File: src/sv/lztd_pkg.sv
// lztd_pkg: shared types, widths and defaults for the LZ77 triple decoder.
// Used by the channel interfaces and every module of the decoder.
// No dependencies.
package lztd_pkg;

  // defaults for the top-level parameters
  localparam int unsigned HISTORY_DEPTH_DEF = 4096;
  localparam int unsigned MAX_COPY_DEF      = 63;

  // fixed field widths of the channels
  localparam int unsigned OFFSET_W = 12;
  localparam int unsigned LEN_W    = 6;
  localparam int unsigned BYTE_W   = 8;

  // command queue between front and back
  localparam int unsigned QUEUE_DEPTH = 2;

  // one classified triple as it sits in the queue
  typedef struct packed {
    logic [OFFSET_W-1:0] back_offset;
    logic [LEN_W-1:0]    copy_len;     // already limited to MAX_COPY
    logic [BYTE_W-1:0]   literal_byte;
    logic                has_literal;
    logic                copy_req;     // nonzero offset and nonzero length
  } cmd_t;

  // a queue beat: valid plus command
  typedef struct packed {
    logic valid;
    cmd_t cmd;
  } cmd_beat_t;

  // back-end sequencer
  typedef enum logic [1:0] {
    ST_IDLE,
    ST_COPY,
    ST_TAIL
  } back_state_t;

endpackage

File: src/sv/lztd_fifo.sv
// lztd_fifo: short command queue between front and back of the decoder.
// Depends on lztd_pkg.
module lztd_fifo (
  input  logic                clk,
  input  logic                rst_n,
  input  lztd_pkg::cmd_beat_t push,
  output logic                push_ready,
  output lztd_pkg::cmd_beat_t head,
  input  logic                pop
);

  localparam int unsigned DEPTH = lztd_pkg::QUEUE_DEPTH;
  localparam int unsigned IDX_W = (DEPTH > 1) ? $clog2(DEPTH) : 1;
  localparam int unsigned CNT_W = $clog2(DEPTH + 1);

  lztd_pkg::cmd_t entry_r [DEPTH];
  logic [IDX_W-1:0] wr_idx_r, wr_idx_nxt;
  logic [IDX_W-1:0] rd_idx_r, rd_idx_nxt;
  logic [CNT_W-1:0] count_r, count_nxt;
  logic             do_push, do_pop;

  assign push_ready = (count_r != CNT_W'(DEPTH));
  assign do_push    = push.valid && push_ready;
  assign head.valid = (count_r != '0);
  assign head.cmd   = entry_r[rd_idx_r];
  assign do_pop     = pop && head.valid;

  // pointer and count update
  always_comb begin
    wr_idx_nxt = wr_idx_r;
    rd_idx_nxt = rd_idx_r;
    count_nxt  = count_r;
    if (do_push) begin
      wr_idx_nxt = (wr_idx_r == IDX_W'(DEPTH - 1)) ? '0 : wr_idx_r + 1'b1;
    end
    if (do_pop) begin
      rd_idx_nxt = (rd_idx_r == IDX_W'(DEPTH - 1)) ? '0 : rd_idx_r + 1'b1;
    end
    case ({do_push, do_pop})
      2'b10:   count_nxt = count_r + 1'b1;
      2'b01:   count_nxt = count_r - 1'b1;
      default: count_nxt = count_r;
    endcase
  end

  always_ff @(posedge clk) begin
    if (!rst_n) begin
      wr_idx_r <= '0;
      rd_idx_r <= '0;
      count_r  <= '0;
    end else begin
      wr_idx_r <= wr_idx_nxt;
      rd_idx_r <= rd_idx_nxt;
      count_r  <= count_nxt;
    end
  end

  // entry storage
  always_ff @(posedge clk) begin
    if (do_push) begin
      entry_r[wr_idx_r] <= push.cmd;
    end
  end

endmodule

File: config.mk
export PLATFORM = sky130hd
export DESIGN_NAME = lztd_fifo
export DESIGN_NICKNAME = d
export VERILOG_FILES = /design/src/sv/lztd_pkg.sv /design/src/sv/lztd_fifo.sv
export SDC_FILE = /design/constraint.sdc
export NUM_CORES = 1
export LEC_CHECK = 0
export BUFFER_PORTS_ARGS = -buffer_cell sky130_fd_sc_hd__buf_2
export CAP_MARGIN = 25
export CELL_PAD_IN_SITES_DETAIL_PLACEMENT = 0
export CELL_PAD_IN_SITES_GLOBAL_PLACEMENT = 1
export CORE_MARGIN = 5
export CORE_UTILIZATION = 43
export CTS_CLUSTER_DIAMETER = 120
export DETAILED_ROUTE_END_ITERATION = 8
export MAX_ROUTING_LAYER = met4
export PLACE_DENSITY_LB_ADDON = 0.08
export SYNTH_ARGS = -nofsm -noshare
export SYNTH_HDL_FRONTEND = slang
export SYNTH_SLANG_ARGS = --single-unit
File: constraint.sdc
create_clock -name clk -period 2.3 [get_ports clk]
set_input_delay 0.115 -clock clk [delete_from_list [all_inputs] [get_ports clk]]
set_output_delay 0.115 -clock clk [all_outputs]
set_load 0.05 [all_outputs]
==> results by group, run 1 <==
Outcome
  • Outcome: completed

Pwr
  • Maximum vdd ir drop: 0.0006125 V
  • Leakage power: approximately 1.2 nW
  • P per Cell Area: ~1200 mW/mm²

Die
  • Core Box Area: between 0.005 and 0.006 mm²
  • Row count: 26
  • Chip Width: 82.37 µm
  • Initial core utilization: 0.4410
  • Die Y: between 80 and 90 µm
  • Die Area: 0.006785 mm²
  • Boundary pin count: between 60 and 70

Setup path
  • Worst-path maximum fanout: 5
  • Crit path launch: count_r[0]$_SDFFE_PN0P_
  • CP startpoint kind: flip-flop
  • Crit Path Class: reg -> reg
  • CP required: about 2600 ps
  • Worst setup EP type: flip-flop
  • WP data arrival: approximately 1800 ps
  • Worst reg2reg startpoint: count_r[0]$_SDFFE_PN0P_

Layout
  • Final net count: 245
  • Ant diodes: 0
  • Final core occ: 0.6080
  • Finished Cell Area: 0.003105 mm²
  • Area growth syn-to-layout: 37.89%
  • Layout Cells excl Fill: between 200 and 300
  • Filler Cells Inserted: about 400
  • Storage element area: 0.001782 mm²
  • Multi-input logic area: ~450 µm²
  • Layout cell share with drive strength beyond 1: 0.4977

Global route
  • Vias in the first global route: about 1.5k
  • Initial antenna violation count: 0
  • First-pass GRT wire length: about 6300 µm
  • GRT Residual Overflow: 0
  • Tot GR Track Use: 0.1333
  • Pin count of the biggest net entering global routing: 29

STA
  • Relative slew slack: 0.7419
  • Fin crit period: about 1600 ps
  • Hold Violations, Final: 0
  • Slew Viols, Final: 0
  • Slew @ Worst Pin: between 300 and 400 ps
  • Tcrit/Tclk final: 0.6890
  • Max Freq: between 0.6 and 0.7 GHz
  • Final-report setup violation count: 0
  • RSZ-0062 raised after global routing: false
  • Skew final: approximately 4.7 ps
  • Fin Hold WS: between 50 and 60 ps
  • TNS Setup: 0 ps

Logic synthesis
  • Synth warn: 0
  • Mapped cell area: approximately 0.0023 mm²
  • #FFs+latches synth: between 60 and 70
  • Fraction of synthesized area in multiplexers: 0.1400
  • Synth Area in Compound Gates: 0.01667
  • Distinct cells, synth: 21
  • Adder-Cell Fraction of Synth Area: 0.005556
  • Post-synthesis sequential area ratio: 0.7911
  • Xor and xnor fraction of the mapped netlist area: 0.01167
  • Post-synthesis simple-gate area fraction: 0.02444
  • Synthesized instance count: approximately 110
  • Main combinational cell family by area after synthesis: multiplexers
  • Post-Syn Nets: 144
  • Post-Syn Area per Cell: 20.29 µm²

Place
  • Area post-placement: between 0.002 and 0.003 mm²
  • Routability congestion estimate: ~0.62
  • HPWL Detailed: 2593 µm
  • IO buf count: 61
  • Placed Cells: ~240

Routing
  • Drt wl/cell: 13.94 µm
  • Iteration count of the initial detailed-routing pass: 4
  • Initial drt markers: 40
  • Via count: 1309
  • Final ANT Viol Nets: 0
  • WL final: about 4000 µm
  • DRC viols: 0
  • Drt via density: 4.561

Clock network
  • Clk buf depth: 2
  • Clk slew on worst S/H paths: roughly 60 ps
  • Clk_lat worst skew: 320 ps
  • Clk sinks: 61
  • CTS tree: built
  • Total CTS buffers: 9
  • CTS H-tree lvls: 3
  • Clock Root Buffer: clkbuf_8
  • Number of post-CTS setup repair buffers: 0

Job
  • Max Cap Viol: 0

Worst hold path
  • Worst min-delay path class: in -> reg
  • Hold Crit Start: rst_n
-- registers in the layout, summed over array words and instances (netlist names), named ones only --
name,cells
rd_idx_r,1
entry_r,56
wr_idx_r,1
count_r,2
-- power breakdown --
group | total, mW | leakage (nW) | switching, mW | internal, mW
sequential | 1.46 | 0.565 | 0.0537 | 1.41
clock | 0.754 | 0.0809 | 0.377 | 0.377
combinational | 1.49 | 0.539 | 1.02 | 0.467
-- cell type report --
type / instances / area share
tap: 70 / 0.02820
clock buffer: 10 / 0.04110
inverter: 1 / 0.001209
timing repair buffer: 93 / 0.2023
clock inverter: 6 / 0.009670
sequential: 61 / 0.5737
multi-input combinational: 46 / 0.1438
-- timing repair --
action                    in CTS  in global routing
resized for setup              0                  0
hold buffers                  28                  0
hold endpoints to repair      56                  0
-- placed cells by master (no fill, tap or decap), types with 2 or more instances in the layout --
master         instances
edfxtp_1              56
clkinv_1               2
nor2b_1                2
dfxtp_1                5
buf_2                 61
clkinv_2               3
clkbuf_8               9
mux2_2                28
xnor2_1                3
buf_4                  3
dlygate4sd3_1         28
-- layer usage --
metal,vias up,routed length (µm),track usage
li1,630,-,-
met1,629,1565,0.1328
met2,41,2106,0.2260
met3,9,261,0.04013
met4,0,66,0.08472
met5,-,0,-
-- cells by family after synthesis --
group | Yosys count
buf+inv | 4
xor+xnor | 3
flops | 61
fa+ha+maj | 1
simple gates | 9
compound gates | 5
mux | 28
-- synthesized netlist by cell type (all sizes together) --
cell / count / area, µm²
or3: 1 / 6.260
and2: 1 / 6.260
dfxtp: 5 / 100.1
nor2b: 2 / 12.51
o21a: 1 / 7.510
xnor2: 3 / 26.28
nand3b: 1 / 7.510
a21boi: 2 / 15.02
buf: 3 / 20.01
nand2: 1 / 3.750
inv: 1 / 3.750
o21ai: 1 / 5.000
nand2b: 1 / 6.260
and3: 1 / 6.260
ha: 1 / 12.51
edfxtp: 56 / 1682
or2: 1 / 6.260
mux2: 28 / 315.3
a21bo: 1 / 10.01
-- metrics by stage --
step / power, mW / setup slack [ps]
2_1_floorplan: 2.631 / 175.1
4_1_cts: 3.760 / 694.3
6_report: 3.702 / 715.3
3_3_place_gp: 2.928 / 755.8
3_5_place_dp: 2.952 / 730.7
5_1_grt: 3.882 / 587.0
-- critical path, cell delays in order, from the launching register on --
cell and delay, ps:
dfxtp_1 410, nand2b_1 210, nand2_1 70, ha_1 330, or3_1 360, a21boi_1 130
-- final timing paths --
kind / to / slack, ps / depth (start not counted)
worst max register to register: count_r[1]$_SDFFE_PN0P_ / 720 / 5
worst min register to register: count_r[1]$_SDFFE_PN0P_ / 530 / 2
worst max-delay path: count_r[1]$_SDFFE_PN0P_ / 720 / 5
worst min-delay path: count_r[0]$_SDFFE_PN0P_ / 50 / 2
No activity file was read; power rests on OpenSTA's default activity.
==> run 2, diff against run 1 <==
--- a/config.mk
+++ b/config.mk
@@ -5,12 +5,13 @@
 export SDC_FILE = /design/constraint.sdc
 export NUM_CORES = 1
 export LEC_CHECK = 0
+export ABC_AREA = 1
 export BUFFER_PORTS_ARGS = -buffer_cell sky130_fd_sc_hd__buf_2
 export CAP_MARGIN = 25
 export CELL_PAD_IN_SITES_DETAIL_PLACEMENT = 0
 export CELL_PAD_IN_SITES_GLOBAL_PLACEMENT = 1
 export CORE_MARGIN = 5
-export CORE_UTILIZATION = 43
+export CORE_UTILIZATION = 39
 export CTS_CLUSTER_DIAMETER = 120
 export DETAILED_ROUTE_END_ITERATION = 8
 export MAX_ROUTING_LAYER = met4
==> constraint.sdc (replaced) <==
create_clock -name clk -period 1.3 [get_ports clk]
set_input_delay 0.065 -clock clk [delete_from_list [all_inputs] [get_ports clk]]
set_output_delay 0.065 -clock clk [all_outputs]
set_load 0.05 [all_outputs]
==> results by group, run 2 <==
Clock network
  • Clk slew on worst S/H paths: roughly 60 ps
  • Total CTS buffers: 9
  • Clk sinks: 61
  • Clock Root Buffer: clkbuf_8
  • CTS tree: built
  • Clk_lat worst skew: roughly 320 ps
  • Clk buf depth: 2
  • CTS H-tree lvls: 3

Die
  • Boundary pin count: a little over 60
  • Die Area: around 0.0077 mm²
  • Die Y: about 90 µm
  • Row count: 28
  • Initial core utilization: 0.3992
  • Chip Width: just under 90 µm
  • Core Box Area: ~0.0059 mm²

Routing
  • DRC viols: 0
  • Via count: 1393
  • Final ANT Viol Nets: 0
  • WL final: 4434 µm
  • Drt via density: around 4.6
  • Initial drt markers: 69
  • Iteration count of the initial detailed-routing pass: 4
  • Drt wl/cell: roughly 14 µm

Setup path
  • Worst-path maximum fanout: 12
  • CP required: around 1200 ps
  • WP data arrival: around 1400 ps
  • R2R cell count: 7
  • Worst Setup EP: head[22]
  • Worst setup EP type: output pin
  • Worst reg2reg setup slack: approximately 40 ps
  • Worst reg2reg startpoint: count_r[0]$_SDFFE_PN0P_
  • Crit Path Class: reg -> out
  • CP startpoint kind: flip-flop
  • Worst flop-to-flop path endpoint: count_r[1]$_SDFFE_PN0P_

Global route
  • GRT Residual Overflow: 0
  • Vias in the first global route: around 1.5k
  • Pin count of the biggest net entering global routing: 21
  • First-pass GRT wire length: ~7000 µm
  • Initial antenna violation count: 0
  • Tot GR Track Use: 0.1267

Place
  • IO buf count: 61
  • Routability congestion estimate: ~0.77
  • Placed Cells: ~260
  • HPWL Detailed: around 2900 µm

Layout
  • Largest registers: entry_r: 56 flops, count_r: 2 flops
  • Area growth syn-to-layout: 49.97%
  • Commonest non-fill, non-tap cells in the layout: 56 x edfxtp_1, 33 x buf_2, 29 x dlygate4sd3_1, 27 x buf_6, 20 x mux2_4
  • Biggest register: entry_r
  • Storage element area: about 0.0018 mm²
  • Final net count: between 200 and 300
  • Max reg flops: 56
  • Layout cell share with drive strength beyond 1: 0.5195
  • Layout Cells excl Fill: 306
  • Leading cell type in the layout, fill and taps excluded: edfxtp_1
  • Filler Cells Inserted: about 470
  • Final core occ: 0.5987
  • Ant diodes: 0
  • Multi-input logic area: 574.3 µm²

Outcome
  • Failing checks: setup timing
  • Outcome: finished with violations

STA
  • Fin Hold WS: 81.39 ps
  • Skew final: about 4.8 ps
  • Final setup margin: -112.3 ps
  • Max Freq: a little over 0.7 GHz
  • Slew @ Worst Pin: between 200 and 300 ps
  • Tcrit/Tclk final: 1.086
  • Slew Viols, Final: 0
  • Hold Violations, Final: 0
  • Fin crit period: about 1400 ps
  • RSZ-0062 raised after global routing: true
  • Final-report setup violation count: 28
  • Relative slew slack: 0.8324

Logic synthesis
  • Fraction of synthesized area in multiplexers: 0.1652
  • Synthesized instance count: between 100 and 150
  • Post-Syn Nets: roughly 160
  • Adder-Cell Fraction of Synth Area: 0.005294
  • Post-synthesis simple-gate area fraction: 0.03864
  • Distinct cells, synth: 18
  • Post-synth EDFFs: 56
  • Synth warn: 0
  • Share of flip-flops with an asynchronous set or reset: 0
  • Post-synth top area share: 0.7115
  • Top post-synthesis cells by count: 56 x edfxtp_1, 20 x mux2_4, 9 x nand2_1, 9 x nor2_1, 8 x mux2_2
  • Post-Syn Area per Cell: 19.22 µm²
  • Synth Area in Compound Gates: 0.007411
  • Synth top area cells: edfxtp_1 71%, mux2_4 13%, dfxtp_1 4.2%, mux2_2 3.8%, buf_12 1.7%
  • Top FF cell, synth: edfxtp_1
  • Xor and xnor fraction of the mapped netlist area: 0
  • Leading area contributor after synthesis: edfxtp_1
  • Top-count cell post-synth: edfxtp_1
  • Mapped cell area: about 0.0024 mm²
  • Main combinational cell family by area after synthesis: multiplexers
  • Post-synthesis sequential area ratio: 0.7538
  • #FFs+latches synth: 61

Pwr
  • Leakage power: 1.388 nW
  • Maximum vdd ir drop: about 0.0011 V
  • P per Cell Area: 1803 mW/mm²
  • Total power: around 6.4 mW

Job
  • Max Cap Viol: 0

Worst hold path
  • Worst min-delay path class: in -> reg
run 2: cell count changes after synthesis, sizes merged, moves of 2 or more:
| cell | previous run | this run |
|---|---|---|
| xnor2 | 3 | 0 |
| nor2b | 2 | 0 |
| inv | 1 | 5 |
| nor2 | 0 | 10 |
| a21boi | 2 | 0 |
| nand2 | 1 | 10 |
run 2: worst max-delay path, cell delays in order (launching register included):
cell and delay (ps):
dfxtp_4 370, buf_12 150, mux2_2 350, buf_6 160
run 2: worst min path at each step:
stage                                          end  cells after the start  slack (ps)     start
after floorplan            entry_r[0][0]$_DFFE_PP_                      0         160   push[0]
after global placement    entry_r[0][18]$_DFFE_PP_                      1         250  push[18]
after detailed placement   entry_r[0][9]$_DFFE_PP_                      1         260   push[9]
after CTS                    rd_idx_r$_SDFFE_PN0P_                      4          50       pop
after global routing         rd_idx_r$_SDFFE_PN0P_                      4         120       pop
final                        rd_idx_r$_SDFFE_PN0P_                      4          80       pop
run 2: layout make-up:
| class | instances | share of cell area |
|---|---|---|
| tap | 75 | 0.02647 |
| multi-input combinational | 54 | 0.1620 |
| timing repair buffer | 96 | 0.2489 |
| clock inverter | 5 | 0.01483 |
| sequential | 61 | 0.5058 |
| inverter | 5 | 0.006001 |
| clock buffer | 10 | 0.03600 |
run 2: kinds of logic after synthesis:
kind of cell    Yosys count
mux                      28
compound gates            3
fa+ha+maj                 1
buf+inv                   8
simple gates             22
flops                    61
run 2: metrics by stage:
step	area (µm²)	worst slack (ps)	TNS, ps
floorplan	2411	-164.2	-8920
global placement	2868	61.14	0
detailed placement	2868	-29.70	-29.70
CTS	3533	-141.8	-3563
global route	3545	-170.5	-4173
finish	3545	-112.3	-2713
run 2: repair_timing:
action / in CTS / in global routing
hold endpoints to repair: 59 / 0
pin swaps: 1 / 0
gates resized for setup: 60 / 3
hold buffers: 29 / 0
setup endpoints to repair: 29 / 29
buffers inserted: 0 / 0
run 2: layer usage:
| metal | GRT usage | wire, µm | up-vias |
|---|---|---|---|
| met5 | - | 0 | - |
| met4 | 0.06974 | 73 | 0 |
| met3 | 0.03198 | 247 | 8 |
| met2 | 0.2103 | 2276 | 45 |
| met1 | 0.1384 | 1836 | 671 |
| li1 | - | - | 669 |
run 2: where the power goes:
part / internal, mW / leakage [nW] / switching (mW)
registers: 2.42 / 0.567 / 0.103
clock network: 0.864 / 0.0919 / 0.673
logic: 0.980 / 0.729 / 1.35
total: 4.26 / 1.39 / 2.13
